File: src/rtl/dtdm_pkg.sv
// dtdm_pkg: shared types, register codes and helpers for the turn duty mixer
// no dependencies; compile first

package dtdm_pkg;

  // configuration register indexes
  localparam logic [7:0] RegEncoderGain    = 8'd0;
  localparam logic [7:0] RegYawGain        = 8'd1;
  localparam logic [7:0] RegYawIntegralGain = 8'd2;
  localparam logic [7:0] RegDutyCeiling    = 8'd3;

  localparam logic [15:0] EncoderGainReset    = 16'd256;
  localparam logic [15:0] YawGainReset        = 16'd256;
  localparam logic [15:0] YawIntegralGainReset = 16'd0;
  localparam logic [15:0] DutyCeilingReset    = 16'd16320;

  // +-220.0 in Q10.6
  localparam logic signed [38:0] TermLimit = 39'sd14080;
  // 1.0 in Q1.15
  localparam logic [15:0] ScaleOne = 16'h8000;
  // quotient bits of the scale division
  localparam int DivSteps = 15;

  // item in flight between the term stages and the scale stages
  typedef struct packed {
    logic [15:0]        left_duty;
    logic [15:0]        right_duty;
    logic signed [14:0] yaw;
    logic signed [14:0] diff;
    logic               need;
    logic [15:0]        max_duty;
    logic [15:0]        rem;
    logic [14:0]        quot;
  } mix_t;

  function automatic logic signed [14:0] clamp_term(input logic signed [38:0] v);
    logic signed [14:0] r;
    if (v < -TermLimit) r = -TermLimit[14:0];
    else if (v > TermLimit) r = TermLimit[14:0];
    else r = v[14:0];
    return r;
  endfunction

endpackage

File: src/rtl/dtdm_scale.sv
// dtdm_scale: scale products and the result register
// depends on dtdm_pkg

module dtdm_scale import dtdm_pkg::*; (
  input  logic               clk,
  input  logic               rst_n,
  input  logic               up_valid,
  output logic               up_ready,
  input  mix_t               up_item,
  output logic               out_valid,
  input  logic               out_ready,
  output logic [15:0]        left_duty,
  output logic [15:0]        right_duty,
  output logic signed [14:0] yaw_part,
  output logic signed [14:0] balance_part,
  output logic [15:0]        scale_used
);

  logic               va_r, vb_r, ena, enb;
  logic [15:0]        scale;
  logic [31:0]        pl_r, pr_r;
  logic signed [31:0] py_r, pd_r;
  logic [15:0]        sa_r;
  logic [15:0]        left_r, right_r, scale_r;
  logic signed [14:0] yaw_r, diff_r;

  assign enb      = !vb_r || out_ready;
  assign ena      = !va_r || enb;
  assign up_ready = ena;

  // unscaled items take the product by one, which passes them unchanged
  assign scale = up_item.need ? {1'b0, up_item.quot} : ScaleOne;

  always_ff @(posedge clk) begin
    if (!rst_n) begin
      va_r <= 1'b0;
      vb_r <= 1'b0;
    end else begin
      if (ena) va_r <= up_valid;
      if (enb) vb_r <= va_r;
    end
  end

  always_ff @(posedge clk) begin
    if (ena) begin
      pl_r <= 32'(up_item.left_duty) * 32'(scale);
      pr_r <= 32'(up_item.right_duty) * 32'(scale);
      py_r <= 32'(up_item.yaw) * $signed({16'd0, scale});
      pd_r <= 32'(up_item.diff) * $signed({16'd0, scale});
      sa_r <= scale;
    end
    if (enb) begin
      left_r  <= pl_r[30:15];
      right_r <= pr_r[30:15];
      yaw_r   <= py_r[29:15];
      diff_r  <= pd_r[29:15];
      scale_r <= sa_r;
    end
  end

  assign out_valid    = vb_r;
  assign left_duty    = left_r;
  assign right_duty   = right_r;
  assign yaw_part     = yaw_r;
  assign balance_part = diff_r;
  assign scale_used   = scale_r;

endmodule
File: config.mk
export PLATFORM = sky130hd
export DESIGN_NAME = dtdm_scale
export DESIGN_NICKNAME = d
export VERILOG_FILES = /design/src/rtl/dtdm_pkg.sv /design/src/rtl/dtdm_scale.sv
export SDC_FILE = /design/constraint.sdc
export NUM_CORES = 2
export LEC_CHECK = 0
export BUFFER_PORTS_ARGS = -buffer_cell sky130_fd_sc_hd__buf_4
export CORE_MARGIN = 2
export CORE_UTILIZATION = 55
export DETAILED_ROUTE_END_ITERATION = 16
export GPL_TIMING_DRIVEN = 1
export PLACE_DENSITY = 0.78
export SYNTH_ARGS = -nofsm -noshare
export SYNTH_HDL_FRONTEND = slang
export SYNTH_SLANG_ARGS = --single-unit
File: constraint.sdc
create_clock -name clk -period 11.9 [get_ports clk]
set_input_delay 1.785 -clock clk [delete_from_list [all_inputs] [get_ports clk]]
set_output_delay 1.785 -clock clk [all_outputs]
set_load 0.05 [all_outputs]
==> reports/metrics.csv <==
stage,metric,value,unit
placement,dp_cells,4670,
floorplanning,die-area,68200,um^2
timing,period_share,75.7,%
setup_path,arrival,9.26,ns
final_layout,multi_input_area,27500,um^2
setup_path,crit_slowest_cell,a2111oi_0,
cts,clk_path_buf_depth,2,
run_status,outcome,completed,
cts,numCtsBuffers,17,
logic_synthesis,ys_warn_count,0,
drt,drc,0,
setup_path,r2r-end,right_duty[14],
drt,route.met3.wl,9870,um
drt,wire_per_inst,20.1,um
global_routing,grt_usage,29.2,%
timing,report.final.slew_viol_count,0,
global_routing,grt-ovfl-total,0,
placement,dpl.hpwl,68500,um
cts,ctsRootBufferMaster,clkbuf_16,
drt,ant_nets,0,
cts,post_cts.repair.setup_buffers,0,
floorplanning,pin_count,194,
setup_path,crit_fanout,137,
timing,max_freq,111,MHz
setup_path,ff2ff_setup_slack,9.48,ns
floorplanning,dieHeight,261,um
final_layout,final_nets,5075,
final_layout,regArea,4720,um^2
timing,finClkSkew,0.0130,ns
cts,clock_sinks,158,
setup_path,rr_startpoint,out_valid,
drt,route.top_layer_used,met5,
drt,drt_iter0_markers,2270,
cts,ctsResizeCount,0,
final_layout,fin_cells,4706,
logic_synthesis,synth_edf_count,156,
floorplanning,fp.dieW,261,um
setup_path,worstPathRequired,12.15,ns
cts,htreeDepth,4,
setup_path,start_kind,input pin,
timing,final-hold-violation-count,0,
setup_path,worstPathCellList,"clkbuf_8, buf_4, and2_1, buf_4, nand2_1, fa_1, fa_1, inv_1, fa_1, fa_1, fa_1, inv_1, fa_1, inv_1, ha_1, nand3_1, a2111oi_0, a2111oi_0, nor2_1, a21oi_1, xnor2_1",
timing,rsz0062_at_grt,false,
setup_path,r2r_cells,3,
pwr,p_per_area,186,nW/um^2
placement,portBuffers,161,
min_path,hp-class,reg2reg,
timing,worstMarginPinSlew,1.16,ns
logic_synthesis,synth_top_area_share,41.0,%
cts,cts_tree,yes,
timing,finalSetupViolCount,0,
logic_synthesis,synth.most_common_cell,inv_1,
drt,wl_met1,35700,um
timing,layout_min_cycle_time,9.01,ns
drt,wl,94800,um
drt,dr.pass1.iters,6,
setup_path,path_class,in2reg,
global_routing,grt_max_degree,138,
logic_synthesis,ys.flop_type,edfxtp_1,
timing,setup_tns,0,ns
cts,hold_buffers,0,
floorplanning,rows,94,
drt,wl_met2,45300,um
setup_path,crit_path_end,pl_r[28],
floorplanning,start_util,55.4,%
final_layout,fillers,5556,
pwr,power.leakage,0.0210,uW
final_layout,syn2layout_area_growth,6.42,%
logic_synthesis,synth_area_leader_cell,fa_1,
pwr,p_total,7190,uW
logic_synthesis,ys_seq_elements,158,
pwr,vdd_drop_max,0.000255,V
drt,viasPerCell,5.78,
logic_synthesis,synth_cell_types,67,
setup_path,cpMostUsedCell,fa_1,
global_routing,grt_pass1_vias,28724,
setup_path,slowest_delay,0.84,ns
logic_synthesis,yosysSeqAreaShare,13.0,%
drt,vias,27201,
cts,cts.clk_slew.worst_paths,0.07,ns
logic_synthesis,synth_nets,5077,
logic_synthesis,netlist_area,36400,um^2
logic_synthesis,synthTopCellsByCount,"inv_1, fa_1, nand2_1",
placement,routabilityCongestion,0.890,
final_layout,drive_above_1_share,6.62,%
global_routing,grt_pass1_wl,152000,um
job,cap_violations,0,
global_routing,antenna_found_initial,8,
setup_path,crit_path_start,up_item[47],
cts,clock_latency,0.52,ns
logic_synthesis,synth_area_leaders,"fa_1, ha_1, edfxtp_1",
floorplanning,core,65600,um^2
logic_synthesis,syn_inst,3827,
logic_synthesis,synth.avg_cell_area,9.50,um^2
logic_synthesis,synthArstFlopShare,0,%
setup_path,end_kind,flop,
timing,slew-limit-headroom,23.0,%
sequential cells by signal (all words and copies together) (netlist names), 15 cells and up:
name and flops:
balance_part 15, yaw_part 15, sa_r 16, right_duty 16
pl_r 16, scale_used 16, pr_r 16, pd_r 15
py_r 15, left_duty 16
cell type report:
cell class	count	share of cell area, %
multi-input cells	2570	71.1
flip-flops and latches	158	12.2
inverters	892	8.66
repair buffers	186	3.66
well taps	864	2.79
clock buffers	18	1.14
clock inverters	14	0.388
diodes	4	0.0259
worst min path at each step:
stage / cells after the start / to / startpoint / slack, ns
global placement: 0 / balance_part[1] / pd_r[16] / 0.40
detailed placement: 0 / balance_part[1] / pd_r[16] / 0.41
floorplan: 0 / balance_part[0] / pd_r[15] / 0.40
CTS: 0 / yaw_part[7] / py_r[22] / 0.42
finish: 0 / scale_used[1] / sa_r[1] / 0.42
global route: 0 / scale_used[1] / sa_r[1] / 0.42
layout by cell type, fill, tap and decap left out, types with 10 or more instances in the layout:
master and count:
a21o_1 45, a21oi_1 74, a31oi_1 11, and3_1 387, buf_4 184, clkbuf_16 17, edfxtp_1 156, fa_1 744
ha_1 392, inv_1 884, nand2_1 587, nand3_1 25, nand4_1 10, nor2_1 43, nor2b_1 40, o21ai_0 26
xnor2_1 54, xor2_1 31
power by group:
| group | internal [uW] | leakage [uW] | total (uW) | switching (uW) |
|---|---|---|---|---|
| Sequential | 1060 | 0.00169 | 1120 | 61.5 |
| Combinational | 2170 | 0.0191 | 5490 | 3320 |
| Clock | 300 | 0.000287 | 576 | 276 |
stage by stage:
step	hold WS, ns	util [%]	setup WS, ns	instance area (um^2)
2_1_floorplan	0.400	-	3.70	36400
3_3_place_gp	0.402	58.0	2.63	38100
3_5_place_dp	0.405	58.0	2.55	38100
4_1_cts	0.418	58.9	3.04	38700
5_1_grt	0.422	58.9	2.56	38700
6_report	0.416	59.0	2.89	38700
routing by layer:
layer	up-vias	track usage (%)
met5	-	0
met4	12	11.7
met3	287	7.30
met2	1343	47.9
met1	13829	37.3
li1	11730	-
cells by family (layout without fill, tap and decap cells):
| family | Yosys count | count (layout) | share of synthesized area [%] |
|---|---|---|---|
| simple gates | 1129 | 1129 | 15.0 |
| compound gates | 220 | 220 | 4.11 |
| buf+inv | 1099 | 1110 | 11.3 |
| xor+xnor | 85 | 85 | 2.05 |
| other cells | 0 | 4 | 0 |
| flops | 158 | 158 | 13.0 |
| fa+ha+maj | 1136 | 1136 | 54.5 |
critical path, delay by kind of cell:
family	cells	cell delay, ns
adder cells (fa/ha/maj)	7	3.36
buffers and inverters	6	1.87
AO/OA/AOI/OAI	3	1.22
AND/OR/NAND/NOR	4	0.78
XOR/XNOR	1	0.13
Note: power is estimated with default switching activity, not from simulation.
