File: config.mk
export PLATFORM = sky130hd
export DESIGN_NAME = dtdm_div
export DESIGN_NICKNAME = d
export VERILOG_FILES = /design/src/rtl/dtdm_pkg.sv /design/src/rtl/dtdm_div.sv
export SDC_FILE = /design/constraint.sdc
export NUM_CORES = 2
export LEC_CHECK = 0
export BUFFER_PORTS_ARGS = -buffer_cell sky130_fd_sc_hd__buf_2
export CAP_MARGIN = 40
export CORE_UTILIZATION = 55
export DETAILED_ROUTE_END_ITERATION = 7
export GPL_ROUTABILITY_DRIVEN = 0
export GPL_TIMING_DRIVEN = 0
export MAX_ROUTING_LAYER = met4
export PLACE_DENSITY_LB_ADDON = 0.08
export SLEW_MARGIN = 15
export SYNTH_ARGS = -nofsm -noshare
export SYNTH_HDL_FRONTEND = slang
export SYNTH_SLANG_ARGS = --single-unit
File: constraint.sdc
create_clock -name clk -period 21 [get_ports clk]
set_clock_uncertainty 0.05 [all_clocks]
set_input_delay 4.2 -clock clk [delete_from_list [all_inputs] [get_ports clk]]
set_output_delay 4.2 -clock clk [all_outputs]
set_load 0.03 [all_outputs]
File: src/rtl/dtdm_pkg.sv
// dtdm_pkg: shared types, register codes and helpers for the turn duty mixer
// no dependencies; compile first

package dtdm_pkg;

  // configuration register indexes
  localparam logic [7:0] RegEncoderGain    = 8'd0;
  localparam logic [7:0] RegYawGain        = 8'd1;
  localparam logic [7:0] RegYawIntegralGain = 8'd2;
  localparam logic [7:0] RegDutyCeiling    = 8'd3;

  localparam logic [15:0] EncoderGainReset    = 16'd256;
  localparam logic [15:0] YawGainReset        = 16'd256;
  localparam logic [15:0] YawIntegralGainReset = 16'd0;
  localparam logic [15:0] DutyCeilingReset    = 16'd16320;

  // +-220.0 in Q10.6
  localparam logic signed [38:0] TermLimit = 39'sd14080;
  // 1.0 in Q1.15
  localparam logic [15:0] ScaleOne = 16'h8000;
  // quotient bits of the scale division
  localparam int DivSteps = 15;

  // item in flight between the term stages and the scale stages
  typedef struct packed {
    logic [15:0]        left_duty;
    logic [15:0]        right_duty;
    logic signed [14:0] yaw;
    logic signed [14:0] diff;
    logic               need;
    logic [15:0]        max_duty;
    logic [15:0]        rem;
    logic [14:0]        quot;
  } mix_t;

  function automatic logic signed [14:0] clamp_term(input logic signed [38:0] v);
    logic signed [14:0] r;
    if (v < -TermLimit) r = -TermLimit[14:0];
    else if (v > TermLimit) r = TermLimit[14:0];
    else r = v[14:0];
    return r;
  endfunction

endpackage

File: src/rtl/dtdm_div.sv
// dtdm_div: pipelined restoring divider, ceiling * 2^15 / max duty, one bit a stage
// depends on dtdm_pkg

module dtdm_div import dtdm_pkg::*; (
  input  logic clk,
  input  logic rst_n,
  input  logic up_valid,
  output logic up_ready,
  input  mix_t up_item,
  output logic dn_valid,
  input  logic dn_ready,
  output mix_t dn_item
);

  mix_t st_r [DivSteps];
  logic v_r  [DivSteps];
  logic en   [DivSteps];

  function automatic mix_t div_step(input mix_t a);
    mix_t        r;
    logic [16:0] r2;
    logic        ge;
    r  = a;
    r2 = {a.rem, 1'b0};
    ge = r2 >= {1'b0, a.max_duty};
    r.rem  = ge ? 16'(r2 - {1'b0, a.max_duty}) : r2[15:0];
    r.quot = {a.quot[13:0], ge};
    return r;
  endfunction

  always_comb begin
    en[DivSteps-1] = !v_r[DivSteps-1] || dn_ready;
    for (int k = DivSteps - 2; k >= 0; k--) en[k] = !v_r[k] || en[k+1];
  end

  assign up_ready = en[0];

  always_ff @(posedge clk) begin
    if (!rst_n) begin
      for (int k = 0; k < DivSteps; k++) v_r[k] <= 1'b0;
    end else begin
      if (en[0]) v_r[0] <= up_valid;
      for (int k = 1; k < DivSteps; k++) if (en[k]) v_r[k] <= v_r[k-1];
    end
  end

  always_ff @(posedge clk) begin
    if (en[0]) st_r[0] <= div_step(up_item);
    for (int k = 1; k < DivSteps; k++) if (en[k]) st_r[k] <= div_step(st_r[k-1]);
  end

  assign dn_valid = v_r[DivSteps-1];
  assign dn_item  = st_r[DivSteps-1];

endmodule

==> impl_results.md <==
* Outcome: complete, no violations
* Worst slew margin at 41.88%
* Hold WC Path Type: flop to flop
* Final WL at 115200 um
* Core Util, Final at 63.34%
* Gates resized, CTS repair at 0
* CTS clk-pin slew, worst paths at 0.06 ns
* CTS tree: done
* Area of the mapped netlist at 0.06288 mm^2
* Fillcell total at 8207
* Number of global-route vias before repair at 31.94k
* Cell total after placement at 5724
* Clock Sinks at 1560
* Iter 0 DRT Violations at 2198
* CP required at 16.75 ns
* Hold path start: st_r[1][626]$_DFFE_PP_
* Clk buf depth at 3
* Synth warn at 0
* CP Class: input port to primary output
* Core Area at 0.1130 mm^2
* Syn_nets at 4363
* Fraction of layout cells with a size suffix above 1 at 15.07%
* Number of hold buffers added after CTS at 0
* Final hold vios at 0
* Crit-path max FO at 59
* Synth top area share at 74.45%
* Worst r2r src: v_r[1][6]$_DFFE_PP_
* 1st-pass router iterations at 5
* Seq/Total Area, Yosys at 74.48%
* Fin crit period at 12.39 ns
* Worst-Skew Late Latency at 0.77 ns
* R2R setup slack at 16.68 ns
* Postcts setup bufs at 0
* Multi-input gate area at 0.01383 mm^2
* Ys async rst share at 0%
* Slew Limit Fails at 0
* Worst Reg-to-Reg Cells at 11
* Initial antenna violation count at 8
* P&R area growth vs syn at 13.78%
* Nets@finish at 4750
* DIE WIDTH at 340.1 um
* Initial Utilization at 55.67%
* IO Port Bufs at 209
* Final setup fails at 0
* RSZ-0062 raised after global routing: no
* FF+latch area at 0.04683 mm^2
* Placement row count at 123
* Hold Crit Endpoint: st_r[1][736]$_DFFE_PP_
* Pwr dens at 134.7 mW/mm^2
* EDFF count, synth at 1559
* Synth unique cells at 84
* Detailed placement HPWL at 81150 um
* Area contributors post-synth: edfxtp_1 74%, ha_1 4.8%, a21oi_1 1.8%, inv_1 1.8%, buf_4 1.3%
* Sequential share of power at 44.5%
* Yosys reg bits at 1560
* Final worst slack at 8.606 ns
* H-Tree Depth at 4
* Antenna viol nets, final at 0
* Layout Cells excl Fill at 6006
* Clock Power Share at 28.1%
* CP Capture Type: primary output
* CTS root buffer: clkbuf_16
* Max Clk Rate at 80.69 MHz
* Avg Cell Area, Syn at 15.74 um^2
* Post-synth top flop: edfxtp_1
* Tot GR Track Use at 20.84%
* WP data arrival at 8.14 ns
* Top cell type by total area after synthesis: edfxtp_1
* Peak supply drop at 0.09004 mV
* Sw frac at 29.98%
* GRT Residual Overflow at 0
* Worst slew pin tran at 0.8644 ns
* Comb power frac at 27.4%
* Synthesized instance count at 3994
* Sw Pwr at 2.889 mW
* Setup TNS at 0 ns
* First-pass GRT wire length at 178700 um
* # IOs at 226
* CP Launch Type: input port
* Die area at 0.1157 mm^2
* Drt drc at 0
* Fin crit share at 59.02%
* Via Count at 32.39k
* Hold path cells at 0
* Largest net degree at the start of global routing at 82
* DIE HEIGHT at 340.1 um
* Pint at 6.747 mW
* Total CTS buffers at 155
* Vias per cell at 5.392
* Routed WL per cell at 19.17 um
* Max Cap Viol at 0
* Pre-CTS setup slack at 8.564 ns
* Worst reg2reg path endpoint: st_r[0][146]$_DFFE_PP_
* P_leak at 28.12 nW
-- cell usage after synthesis, drive strengths merged (12+ instances only) --
library cell	count
a2111oi	12
a211o	17
a211oi	47
a21o	59
a21oi	235
a31oi	15
and2	27
and3	16
buf	136
clkbuf	35
edfxtp	1559
fa	15
ha	240
inv	306
mux2	65
mux2i	13
nand2	173
nand2b	53
nand3	49
nand4	38
nor2	227
nor2b	36
nor3	46
nor4	16
o21a	50
o21ai	172
o22ai	12
o31ai	27
o41ai	13
or3	15
xnor2	88
xor2	71
-- cells in the final DEF, fill, tap and decap left out, types with 15 or more instances in the layout --
| cell type | instances |
|---|---|
| a211o_1 | 17 |
| a211oi_1 | 45 |
| a21o_1 | 59 |
| a21oi_1 | 232 |
| a31oi_1 | 15 |
| and2_1 | 27 |
| and3_1 | 15 |
| buf_16 | 15 |
| buf_2 | 229 |
| buf_4 | 113 |
| clkbuf_1 | 66 |
| clkbuf_16 | 155 |
| clkinv_1 | 24 |
| clkinv_2 | 31 |
| edfxtp_1 | 1559 |
| fa_1 | 15 |
| ha_1 | 240 |
| inv_1 | 296 |
| mux2_1 | 24 |
| mux2_2 | 41 |
| nand2_1 | 167 |
| nand2b_1 | 53 |
| nand3_1 | 49 |
| nand4_1 | 38 |
| nor2_1 | 226 |
| nor2b_1 | 35 |
| nor3_1 | 45 |
| nor4_1 | 16 |
| o21a_1 | 50 |
| o21ai_0 | 155 |
| o31ai_1 | 27 |
| or3_1 | 15 |
| xnor2_1 | 88 |
| xor2_1 | 71 |
-- cells by family after synthesis --
kind of cell	count (synthesis)	synth area share, %
buffers and inverters	477	3.598
flip-flops	1560	74.48
AO/OA/AOI/OAI	736	7.519
multiplexers	78	1.371
AND/OR/NAND/NOR	729	5.563
adder cells (fa/ha/maj)	255	5.253
XOR/XNOR	159	2.215
-- flip-flops by register name, summed over array words and instances, names as in the netlist --
| register | count |
|---|---|
| v_r | 15 |
| st_r | 1545 |
-- power by group through the flow --
stage | clock (mW) | sequential [mW] | combinational, mW
2_1_floorplan | 0 | 4.24 | 2.05
3_3_place_gp | 0 | 4.34 | 2.57
3_5_place_dp | 0 | 4.36 | 2.60
4_1_cts | 2.78 | 4.30 | 2.62
5_1_grt | 2.90 | 4.34 | 2.93
6_report | 2.71 | 4.29 | 2.64
-- through the flow --
step | power [mW] | area, um^2 | hold slack, ns
after floorplan | 6.289 | 62880 | 0.3503
after global placement | 6.912 | 65800 | 0.3500
after detailed placement | 6.962 | 66430 | 0.3545
after CTS | 9.699 | 71540 | 0.3520
after global routing | 10.17 | 71550 | 0.3550
final | 9.636 | 71550 | 0.3525
-- worst max path at each step --
stage	slack, ns	depth (start not counted)	startpoint	endpoint
after floorplan	7.70	10	dn_ready	up_ready
after global routing	8.34	13	dn_ready	up_ready
final	8.61	13	dn_ready	up_ready
after detailed placement	8.56	13	dn_ready	up_ready
after global placement	4.40	12	dn_ready	up_ready
after CTS	8.56	13	dn_ready	up_ready
-- layout make-up --
cell class	count	area share (%)
Antenna cell	1	0.003498
Buffer	171	1.556
Inverter	306	1.668
Timing Repair Buffer	230	2.207
Multi-Input combinational cell	1957	19.33
Clock inverter	93	1.528
Clock buffer	188	5.622
Tap cell	1500	2.623
Sequential cell	1560	65.46
-- critical path, cell delays in order --
cell and delay, ns:
buf_2 0.10, nor2b_2 0.24, and2_1 0.26, inv_6 0.22, nor3_2 0.58, and3_1 0.46, and3_1 0.42, and3_2 0.35
and3_1 0.17, buf_2 0.23, nand2_4 0.25, buf_16 0.31, buf_2 0.23
-- layer usage --
layer,GRT usage [%],part of all wire [%],vias to the layer above
met5,-,0,-
met4,6.540,2.5,0
met3,3.167,3.8,202
met2,35.62,51,717
met1,25.58,43,15750
li1,-,-,15710
Note: power is estimated with default switching activity, not from simulation.
